File: config.mk
export PLATFORM = sky130hd
export DESIGN_NAME = prefix_varint_codec_top
export DESIGN_NICKNAME = d
export VERILOG_FILES = /design/src/hw/rtl/pvc_pkg.sv /design/src/hw/rtl/prefix_varint_codec_top.sv /design/src/hw/rtl/pvc_front.sv /design/src/hw/rtl/pvc_queue.sv /design/src/hw/rtl/pvc_back.sv
export VERILOG_INCLUDE_DIRS = /design/src /design/src/hw/rtl
export SDC_FILE = /design/constraint.sdc
export NUM_CORES = 1
export LEC_CHECK = 0
export ABC_AREA = 1
export CAP_MARGIN = 40
export CORE_ASPECT_RATIO = 0.6
export CORE_MARGIN = 2
export CORE_UTILIZATION = 33
export DETAILED_ROUTE_END_ITERATION = 8
export DONT_BUFFER_PORTS = 1
export PLACE_DENSITY = 0.55
export SYNTH_ARGS = -nofsm -noshare
export SYNTH_HDL_FRONTEND = slang
export SYNTH_HIERARCHICAL = 1
export SYNTH_SLANG_ARGS = --single-unit
File: constraint.sdc
create_clock -name clk -period 22.2 [get_ports clk]
set_input_delay 4.44 -clock clk [delete_from_list [all_inputs] [get_ports clk]]
set_output_delay 4.44 -clock clk [all_outputs]
set_load 0.02 [all_outputs]
File: src/hw/rtl/assert_macros.svh
// Assertion macros used by the RTL of the prefix varint codec.
`ifndef ASSERT_MACROS_SVH
`define ASSERT_MACROS_SVH
`ifndef ASSERT_OFF
`define ASSERT_IMPL(lbl, clk, rst, ante, cons, msg) \
  lbl: assert property (@(posedge clk) disable iff (rst) (ante) |-> (cons)) else $error(msg);
`define ASSERT_NEXT(lbl, clk, rst, ante, cons, msg) \
  lbl: assert property (@(posedge clk) disable iff (rst) (ante) |=> (cons)) else $error(msg);
`else
`define ASSERT_IMPL(lbl, clk, rst, ante, cons, msg)
`define ASSERT_NEXT(lbl, clk, rst, ante, cons, msg)
`endif
`endif

File: src/hw/rtl/pvc_pkg.sv
// Types, constants and helper functions of the prefix varint codec.
package pvc_pkg;

  localparam int PVC_VALUE_W     = 64;
  localparam int PVC_BYTE_W      = 8;
  localparam int PVC_LEN_W       = 4;
  localparam int PVC_MAX_LEN     = 9;
  localparam int PVC_GROUP_BITS  = 7;
  localparam int PVC_QUEUE_DEPTH = 2;
  localparam int PVC_S_DATA_W    = 72;
  localparam int PVC_M_DATA_W    = 80;

  typedef enum logic {
    PVC_ENC = 1'b0,
    PVC_DEC = 1'b1
  } pvc_kind_t;

  typedef struct packed {
    pvc_kind_t              kind;
    logic [PVC_VALUE_W-1:0] value;
    logic [PVC_LEN_W-1:0]   len;
  } pvc_cmd_t;

  // encoded length: one more byte for every 7-bit group above the first, up to the highest group that holds a one
  function automatic logic [PVC_LEN_W-1:0] enc_length(input logic [PVC_VALUE_W-1:0] v);
    logic [PVC_LEN_W-1:0] len;
    len = PVC_LEN_W'(1);
    for (int k = 1; k < PVC_MAX_LEN; k++) begin
      if ((v >> (PVC_GROUP_BITS * k)) != '0) len = len + PVC_LEN_W'(1);
    end
    return len;
  endfunction

  // run length from the leading ones of the first byte
  function automatic logic [PVC_LEN_W-1:0] dec_length(input logic [PVC_BYTE_W-1:0] b);
    logic [PVC_LEN_W-1:0] k;
    logic                 run;
    k   = '0;
    run = 1'b1;
    for (int i = PVC_BYTE_W - 1; i >= 0; i--) begin
      run = run & b[i];
      if (run) k = k + PVC_LEN_W'(1);
    end
    return k + PVC_LEN_W'(1);
  endfunction

  function automatic logic [PVC_VALUE_W-1:0] dec_mask(input logic [PVC_LEN_W-1:0] len);
    logic [6:0] sh;
    sh = 7'(len) * 7'(PVC_GROUP_BITS);
    if (len >= PVC_LEN_W'(PVC_MAX_LEN)) return '1;
    return ~({PVC_VALUE_W{1'b1}} << sh);
  endfunction

  // length marker ORed into the first encoded byte
  function automatic logic [PVC_BYTE_W-1:0] enc_marker(input logic [PVC_LEN_W-1:0] len);
    logic [PVC_BYTE_W-1:0] m;
    case (len)
      4'd2:    m = 8'h80;
      4'd3:    m = 8'hC0;
      4'd4:    m = 8'hE0;
      4'd5:    m = 8'hF0;
      4'd6:    m = 8'hF8;
      4'd7:    m = 8'hFC;
      4'd8:    m = 8'hFE;
      4'd9:    m = 8'hFF;
      default: m = 8'h00;
    endcase
    return m;
  endfunction

endpackage

File: src/hw/rtl/prefix_varint_codec_top.sv
// Top level of the prefix varint codec: front end, command queue, back end.
//
// Input stream: s_tuser selects encode (0) or decode (1). An encode takes
// value_in and gives 1 to 9 byte transfers, big-endian, the first carrying
// the length marker; tlast flags the final byte. A decode takes one byte per
// transfer and gives one value transfer, with its run length, when the run
// completes; bytes inside a run give nothing.
// A request's first result goes through a queue entry and then the output
// register. The front end takes a new transfer whenever the queue is not full;
// the back end emits an encode's bytes (1 to 9) one byte per cycle from the
// queue head while the receiver is ready. A two-entry queue lets the front
// take further input while the back end is still emitting.
// When the receiver stalls the output register holds, the queue fills and
// s_tready falls once it is full.
// Reset (rst, synchronous) empties the queue, drops m_tvalid and clears the
// decode run state.
`include "assert_macros.svh"

module prefix_varint_codec_top
  import pvc_pkg::*;
#(
  parameter int QUEUE_DEPTH = PVC_QUEUE_DEPTH
) (
  input  logic                    clk,
  input  logic                    rst,
  input  logic                    s_tvalid,
  output logic                    s_tready,
  input  logic [PVC_S_DATA_W-1:0] s_tdata,   // value_in[63:0], byte_in[71:64]
  input  logic                    s_tuser,   // req_type
  output logic                    m_tvalid,
  input  logic                    m_tready,
  output logic [PVC_M_DATA_W-1:0] m_tdata,   // byte_out[7:0], value_out[71:8],
                                             // run_length[75:72], zero[79:76]
  output logic                    m_tuser,   // result_kind
  output logic                    m_tlast    // is_last
);

  logic                 q_push;
  logic                 q_pop;
  logic                 q_full;
  logic                 q_empty;
  pvc_cmd_t             q_cmd;
  pvc_cmd_t             q_head;
  logic [PVC_LEN_W-1:0] m_len;

  assign m_len = m_tdata[75:72];

  pvc_front u_front (
    .clk      (clk),
    .rst      (rst),
    .s_tvalid (s_tvalid),
    .s_tready (s_tready),
    .s_tdata  (s_tdata),
    .s_tuser  (s_tuser),
    .q_full   (q_full),
    .q_push   (q_push),
    .q_cmd    (q_cmd)
  );

  pvc_queue #(
    .DEPTH (QUEUE_DEPTH)
  ) u_queue (
    .clk      (clk),
    .rst      (rst),
    .push     (q_push),
    .push_cmd (q_cmd),
    .pop      (q_pop),
    .head     (q_head),
    .full     (q_full),
    .empty    (q_empty)
  );

  pvc_back u_back (
    .clk      (clk),
    .rst      (rst),
    .head     (q_head),
    .q_empty  (q_empty),
    .q_pop    (q_pop),
    .m_tvalid (m_tvalid),
    .m_tready (m_tready),
    .m_tdata  (m_tdata),
    .m_tuser  (m_tuser),
    .m_tlast  (m_tlast)
  );

  `ASSERT_IMPL(a_no_push_full, clk, rst, q_push, !q_full, "push into full queue")
  `ASSERT_IMPL(a_dec_single, clk, rst, m_tvalid && m_tuser == PVC_DEC, m_tlast, "decode not last")
  `ASSERT_IMPL(a_len_range, clk, rst, m_tvalid, m_len != 4'd0 && m_len <= 4'd9, "bad length")
  `ASSERT_NEXT(a_pop_shows, clk, rst, q_pop, m_tvalid, "popped command not shown")

endmodule

File: src/hw/rtl/pvc_front.sv
// Front end: takes requests, sizes encodes, tracks decode runs, feeds the queue.
module pvc_front
  import pvc_pkg::*;
(
  input  logic                    clk,
  input  logic                    rst,
  input  logic                    s_tvalid,
  output logic                    s_tready,
  input  logic [PVC_S_DATA_W-1:0] s_tdata,
  input  logic                    s_tuser,
  input  logic                    q_full,
  output logic                    q_push,
  output pvc_cmd_t                q_cmd
);

  logic [PVC_LEN_W-1:0]   bytes_seen;
  logic [PVC_LEN_W-1:0]   exp_len;
  logic [PVC_VALUE_W-1:0] acc;

  logic [PVC_LEN_W-1:0]   bytes_seen_next;
  logic [PVC_LEN_W-1:0]   exp_len_next;
  logic [PVC_VALUE_W-1:0] acc_next;

  logic                   accept;
  logic                   done;
  pvc_kind_t              req;
  logic [PVC_VALUE_W-1:0] value_in;
  logic [PVC_BYTE_W-1:0]  byte_in;

  assign req      = pvc_kind_t'(s_tuser);
  assign value_in = s_tdata[PVC_VALUE_W-1:0];
  assign byte_in  = s_tdata[PVC_VALUE_W +: PVC_BYTE_W];
  assign s_tready = !q_full;
  assign accept   = s_tvalid && s_tready;

  always_comb begin
    if (bytes_seen == '0) begin
      acc_next        = {{(PVC_VALUE_W-PVC_BYTE_W){1'b0}}, byte_in};
      bytes_seen_next = PVC_LEN_W'(1);
      exp_len_next    = dec_length(byte_in);
    end else begin
      acc_next        = {acc[PVC_VALUE_W-PVC_BYTE_W-1:0], byte_in};
      bytes_seen_next = bytes_seen + PVC_LEN_W'(1);
      exp_len_next    = exp_len;
    end
    done = bytes_seen_next >= exp_len_next;
  end

  assign q_push = accept && (req == PVC_ENC || done);

  always_comb begin
    q_cmd.kind = req;
    if (req == PVC_ENC) begin
      q_cmd.value = value_in;
      q_cmd.len   = enc_length(value_in);
    end else begin
      q_cmd.value = acc_next & dec_mask(exp_len_next);
      q_cmd.len   = exp_len_next;
    end
  end

  always_ff @(posedge clk) begin
    if (rst) begin
      bytes_seen <= '0;
      exp_len    <= '0;
      acc        <= '0;
    end else if (accept && req == PVC_DEC) begin
      bytes_seen <= done ? '0 : bytes_seen_next;
      exp_len    <= exp_len_next;
      acc        <= acc_next;
    end
  end

endmodule

File: src/hw/rtl/pvc_queue.sv
// Short command queue between front and back end.
module pvc_queue
  import pvc_pkg::*;
#(
  parameter int DEPTH = PVC_QUEUE_DEPTH
) (
  input  logic     clk,
  input  logic     rst,
  input  logic     push,
  input  pvc_cmd_t push_cmd,
  input  logic     pop,
  output pvc_cmd_t head,
  output logic     full,
  output logic     empty
);

  localparam int PTR_W = $clog2(DEPTH);
  localparam int CNT_W = $clog2(DEPTH + 1);

  pvc_cmd_t         entries [DEPTH];
  logic [PTR_W-1:0] wr_ptr;
  logic [PTR_W-1:0] rd_ptr;
  logic [CNT_W-1:0] count;

  assign full  = count == CNT_W'(DEPTH);
  assign empty = count == '0;
  assign head  = entries[rd_ptr];

  always_ff @(posedge clk) begin
    if (rst) begin
      wr_ptr <= '0;
      rd_ptr <= '0;
      count  <= '0;
    end else begin
      if (push) wr_ptr <= (wr_ptr == PTR_W'(DEPTH - 1)) ? '0 : wr_ptr + PTR_W'(1);
      if (pop)  rd_ptr <= (rd_ptr == PTR_W'(DEPTH - 1)) ? '0 : rd_ptr + PTR_W'(1);
      if (push && !pop)      count <= count + CNT_W'(1);
      else if (pop && !push) count <= count - CNT_W'(1);
    end
  end

  always_ff @(posedge clk) begin
    if (push) entries[wr_ptr] <= push_cmd;
  end

endmodule

File: src/hw/rtl/pvc_back.sv
// Back end: turns queued commands into result transfers through the output register.
module pvc_back
  import pvc_pkg::*;
(
  input  logic                    clk,
  input  logic                    rst,
  input  pvc_cmd_t                head,
  input  logic                    q_empty,
  output logic                    q_pop,
  output logic                    m_tvalid,
  input  logic                    m_tready,
  output logic [PVC_M_DATA_W-1:0] m_tdata,
  output logic                    m_tuser,
  output logic                    m_tlast
);

  logic [PVC_LEN_W-1:0]  idx;
  logic [PVC_LEN_W-1:0]  pos;
  logic                  load;
  logic                  last;
  logic [PVC_BYTE_W-1:0] byte_sel;
  logic [PVC_BYTE_W-1:0] byte_out;
  logic [PVC_VALUE_W-1:0] value_out;

  assign load  = !q_empty && (!m_tvalid || m_tready);
  assign last  = head.kind == PVC_DEC || idx == head.len - PVC_LEN_W'(1);
  assign q_pop = load && last;
  assign pos   = head.len - PVC_LEN_W'(1) - idx;

  always_comb begin
    byte_sel = pos[3] ? '0 : head.value[{pos[2:0], 3'b000} +: PVC_BYTE_W];
    if (idx == '0) byte_sel = byte_sel | enc_marker(head.len);
    if (head.kind == PVC_ENC) begin
      byte_out  = byte_sel;
      value_out = '0;
    end else begin
      byte_out  = '0;
      value_out = head.value;
    end
  end

  always_ff @(posedge clk) begin
    if (rst) begin
      m_tvalid <= 1'b0;
      idx      <= '0;
    end else begin
      if (load)          m_tvalid <= 1'b1;
      else if (m_tready) m_tvalid <= 1'b0;
      if (load) idx <= last ? '0 : idx + PVC_LEN_W'(1);
    end
  end

  always_ff @(posedge clk) begin
    if (load) begin
      m_tdata <= {{(PVC_M_DATA_W-PVC_LEN_W-PVC_VALUE_W-PVC_BYTE_W){1'b0}},
                  head.len, value_out, byte_out};
      m_tuser <= head.kind;
      m_tlast <= last;
    end
  end

endmodule
==> results by group <==
Timing
  • Slew headroom: 36.5%
  • Final period util: 50.6%
  • Highest clock rate: 89.0 MHz
  • Fin Clk Skew: 0.0123 ns
  • Worst-margin pin slew: 0.943 ns
  • Setup-failing EPs final: 0
  • Final Hold Fails: 0
  • Setup TNS Final: 0 ns
  • Final max-slew violation count: 0
  • Min Tclk post-route: 11.24 ns
  • RSZ-0062 raised after global routing: no

Yosys
  • Synth Area per Inst: 9.33 sq um
  • Synth warnings: 6
  • Post-synth top area cell: edfxtp_1
  • Number of flops mapped to enable cells by yosys: 216
  • Largest cells by area after synthesis: edfxtp_1 (44%), dfxtp_1 (10%), nand2_1 (9.9%)
  • Multiplexer share of the synthesized area: 5.58%
  • Compound-Gate Fraction of Synth Area: 9.45%
  • Mapped Cells: 1588
  • Library cells used by synthesis: 52
  • Ys async rst share: 0%
  • Commonest register cell after synthesis: edfxtp_1
  • Combinational family with the most area after synthesis: simple AND/OR/NAND/NOR gates
  • Synth top area share: 43.8%
  • Adder and majority cell fraction of the synthesized area: 3.75%
  • Synth Area in XOR/XNOR: 0.524%
  • Seq/Total Area, Yosys: 53.8%
  • Post-Syn Area: 14800 sq um
  • Synth Register Bits: 290
  • Simple-Gate Fraction of Synth Area: 19.1%

Worst setup path
  • Largest stage delay, worst path: 0.52 ns
  • Element type at the critical path end: register
  • Max FO, Critical Path: 15
  • Worst Path Arrival: 11.61 ns
  • Startpoint Class: input port
  • Worst Path Class, Setup: input port to register
  • Crit-path slowest cell: fa_1
  • Critical path's most frequent cell: ha_1
  • Critical path required time: 22.58 ns

Placement
  • Inst Count DP: 2128
  • GPL Wtd Cong: 0.934
  • DP Area: 15400 sq um
  • Post-detail-place hpwl: 36.9 mm
  • Port bufs: 0

Global routing
  • Aggregate global-route resource usage: 20.4%
  • First-pass GRT wire length: 70.7 mm
  • Met2 usage: 29.2%
  • Pin count of the biggest net entering global routing: 64
  • GRT busiest layer: met1
  • Vias in the first global route: 10900
  • Met3 GRT Util: 7.37%
  • GR Layer Usage met1: 29.3%
  • Total grt overflow: 0
  • Initial antenna violation count: 1

Final layout
  • Post-layout nets: 1688
  • Fillers: 4522
  • Most common cell after layout, fill and taps aside: nand2_1
  • Post-Route Utilization: 36.7%
  • Final instance area: 16300 sq um
  • Final Non-Filler Cells: 2180
  • Antenna diode count: 0
  • Proportion of layout cells with a drive suffix above 1: 11.4%
  • Layout area overhead: 10.3%
  • Most frequent cells in the layout: nand2_1 (390), edfxtp_1 (216), inv_1 (190)

Job
  • Max-cap violation count: 0

Pwr
  • Sequential share of power: 39.7%
  • Worst VDD drop: 0.0000639 V
  • Pleak: 6.64 nW
  • Clk pwr share: 20.7%
  • Sw power: 1.02 mW
  • Power Total: 2.30 mW
  • Cell Pwr Density: 141 nW/um^2
  • Internal power: 1.28 mW
  • Combinational Power Share: 39.6%
  • Sw frac: 44.3%

Clock network
  • Root Driver: clkbuf_16
  • Clock Sinks: 290
  • Num CTS Buffers: 28
  • Hold Buf Count CTS: 0
  • Clk buf depth: 3
  • H-tree lvl count: 1
  • Setup bufs post-CTS: 0
  • Post_cts resized: 0
  • TritonCTS clock tree: built
  • Clock slew at reported path FFs: 0.06 ns
  • Worst skew pair latency: 0.56 ns

Route
  • DR vias/cell: 5.20
  • Detailed Route WL: 48.1 mm
  • Initial drt markers: 1161
  • 1st-pass router iterations: 6
  • DRC: 0
  • WL/cell: 22.1 microns
  • Post-route ant nets: 0
  • DR vias: 11300

Floorplanning
  • Die X: 277 microns
  • Core ar.: 44500 sq um
  • I/O pin cnt: 161
  • Die height: 168 microns
  • Initial core utilization: 33.3%
  • # rows: 60
  • Area of the die: 46600 sq um

Min path
  • Worst hold path class: register to register

Outcome
  • Status: complete, no violations
path summary, 6_finish.rpt:
path / startpoint / endpoint / slack (ns) / cells after the start
worst max-delay path: s_tdata[69] / u_queue/entries[1][63] / 10.96 / 35
worst min-delay path: u_front/acc[3] / u_front/acc[3] / 0.45 / 2
worst max register to register: u_front/bytes_seen[0] / u_queue/entries[1][63] / 16.13 / 22
worst min register to register: u_front/acc[3] / u_front/acc[3] / 0.45 / 2
state kept, by name (all words and copies together) (netlist names), named ones only:
| register | cells |
|---|---|
| u_front/exp_len | 4 |
| u_queue/count | 2 |
| u_back/m_tdata | 76 |
| u_queue/entries | 138 |
| u_back/m_tlast | 1 |
| u_queue/wr_ptr | 1 |
| u_back/idx | 4 |
| u_front/acc | 56 |
| u_front/bytes_seen | 4 |
| u_back/m_tvalid | 1 |
| u_back/m_tuser | 1 |
| u_queue/rd_ptr | 1 |
power by group through the flow:
stage | clock [mW] | sequential, mW | combinational (mW)
after detailed placement | 0 | 0.929 | 0.882
final | 0.476 | 0.914 | 0.911
after global placement | 0 | 0.930 | 0.864
after CTS | 0.489 | 0.918 | 0.885
after floorplan | 0 | 0.915 | 0.594
after global routing | 0.510 | 0.928 | 0.989
logic make-up (layout without fill, tap and decap cells):
kind of cell               Yosys count  count (layout)
DFF                                290             290
AOI/OAI and AO/OA                  231             231
adders and majority gates           42              42
muxes                               70              70
and+or+nand+nor                    671             671
other                                1               4
xor gates and xnor gates             8               8
buffers and inverters              275             275
Yosys cell counts, types with 5 or more instances:
library cell,number
a21oi_1,77
a21oi_2,9
a22oi_1,18
a32o_1,14
buf_2,17
buf_4,7
buf_6,5
clkbuf_1,39
dfxtp_1,74
edfxtp_1,216
ha_1,38
inv_1,191
inv_2,10
mux2_2,60
mux2_4,10
nand2_1,390
nand2_2,6
nand3_1,102
nand4_1,10
nor2_1,129
nor3_1,6
nor4_1,5
o21ai_0,77
o31ai_1,20
or2_2,6
critical path: cells and delay by family:
| kind | cells | cell delay (ns) |
|---|---|---|
| fa+ha+maj | 9 | 2.61 |
| simple gates | 12 | 1.92 |
| buf+inv | 7 | 1.27 |
| compound gates | 4 | 0.77 |
| xor+xnor | 2 | 0.32 |
| mux | 1 | 0.27 |
layout make-up:
type,instances,area [sq um],area share [%]
sequential,290,7970,48.8
multi-input combinational,1026,5720,35.0
clock buffer,39,826,5.06
inverter,203,762,4.67
tap,589,737,4.51
timing repair buffer,20,240,1.47
clock inverter,13,78.8,0.483
per-stage QoR:
stage / setup slack [ns] / hold WS, ns
after floorplan: 10.12 / 0.429
after global placement: 10.62 / 0.444
after detailed placement: 10.55 / 0.446
after CTS: 11.13 / 0.456
after global routing: 10.48 / 0.475
final: 10.96 / 0.455
routing by layer:
metal,vias to the layer above,wire length [microns]
met1,5500,21900
met2,482,19700
met4,2,1040
li1,5284,-
met5,-,13
met3,65,5440
Power figures use the tool's default switching activity.
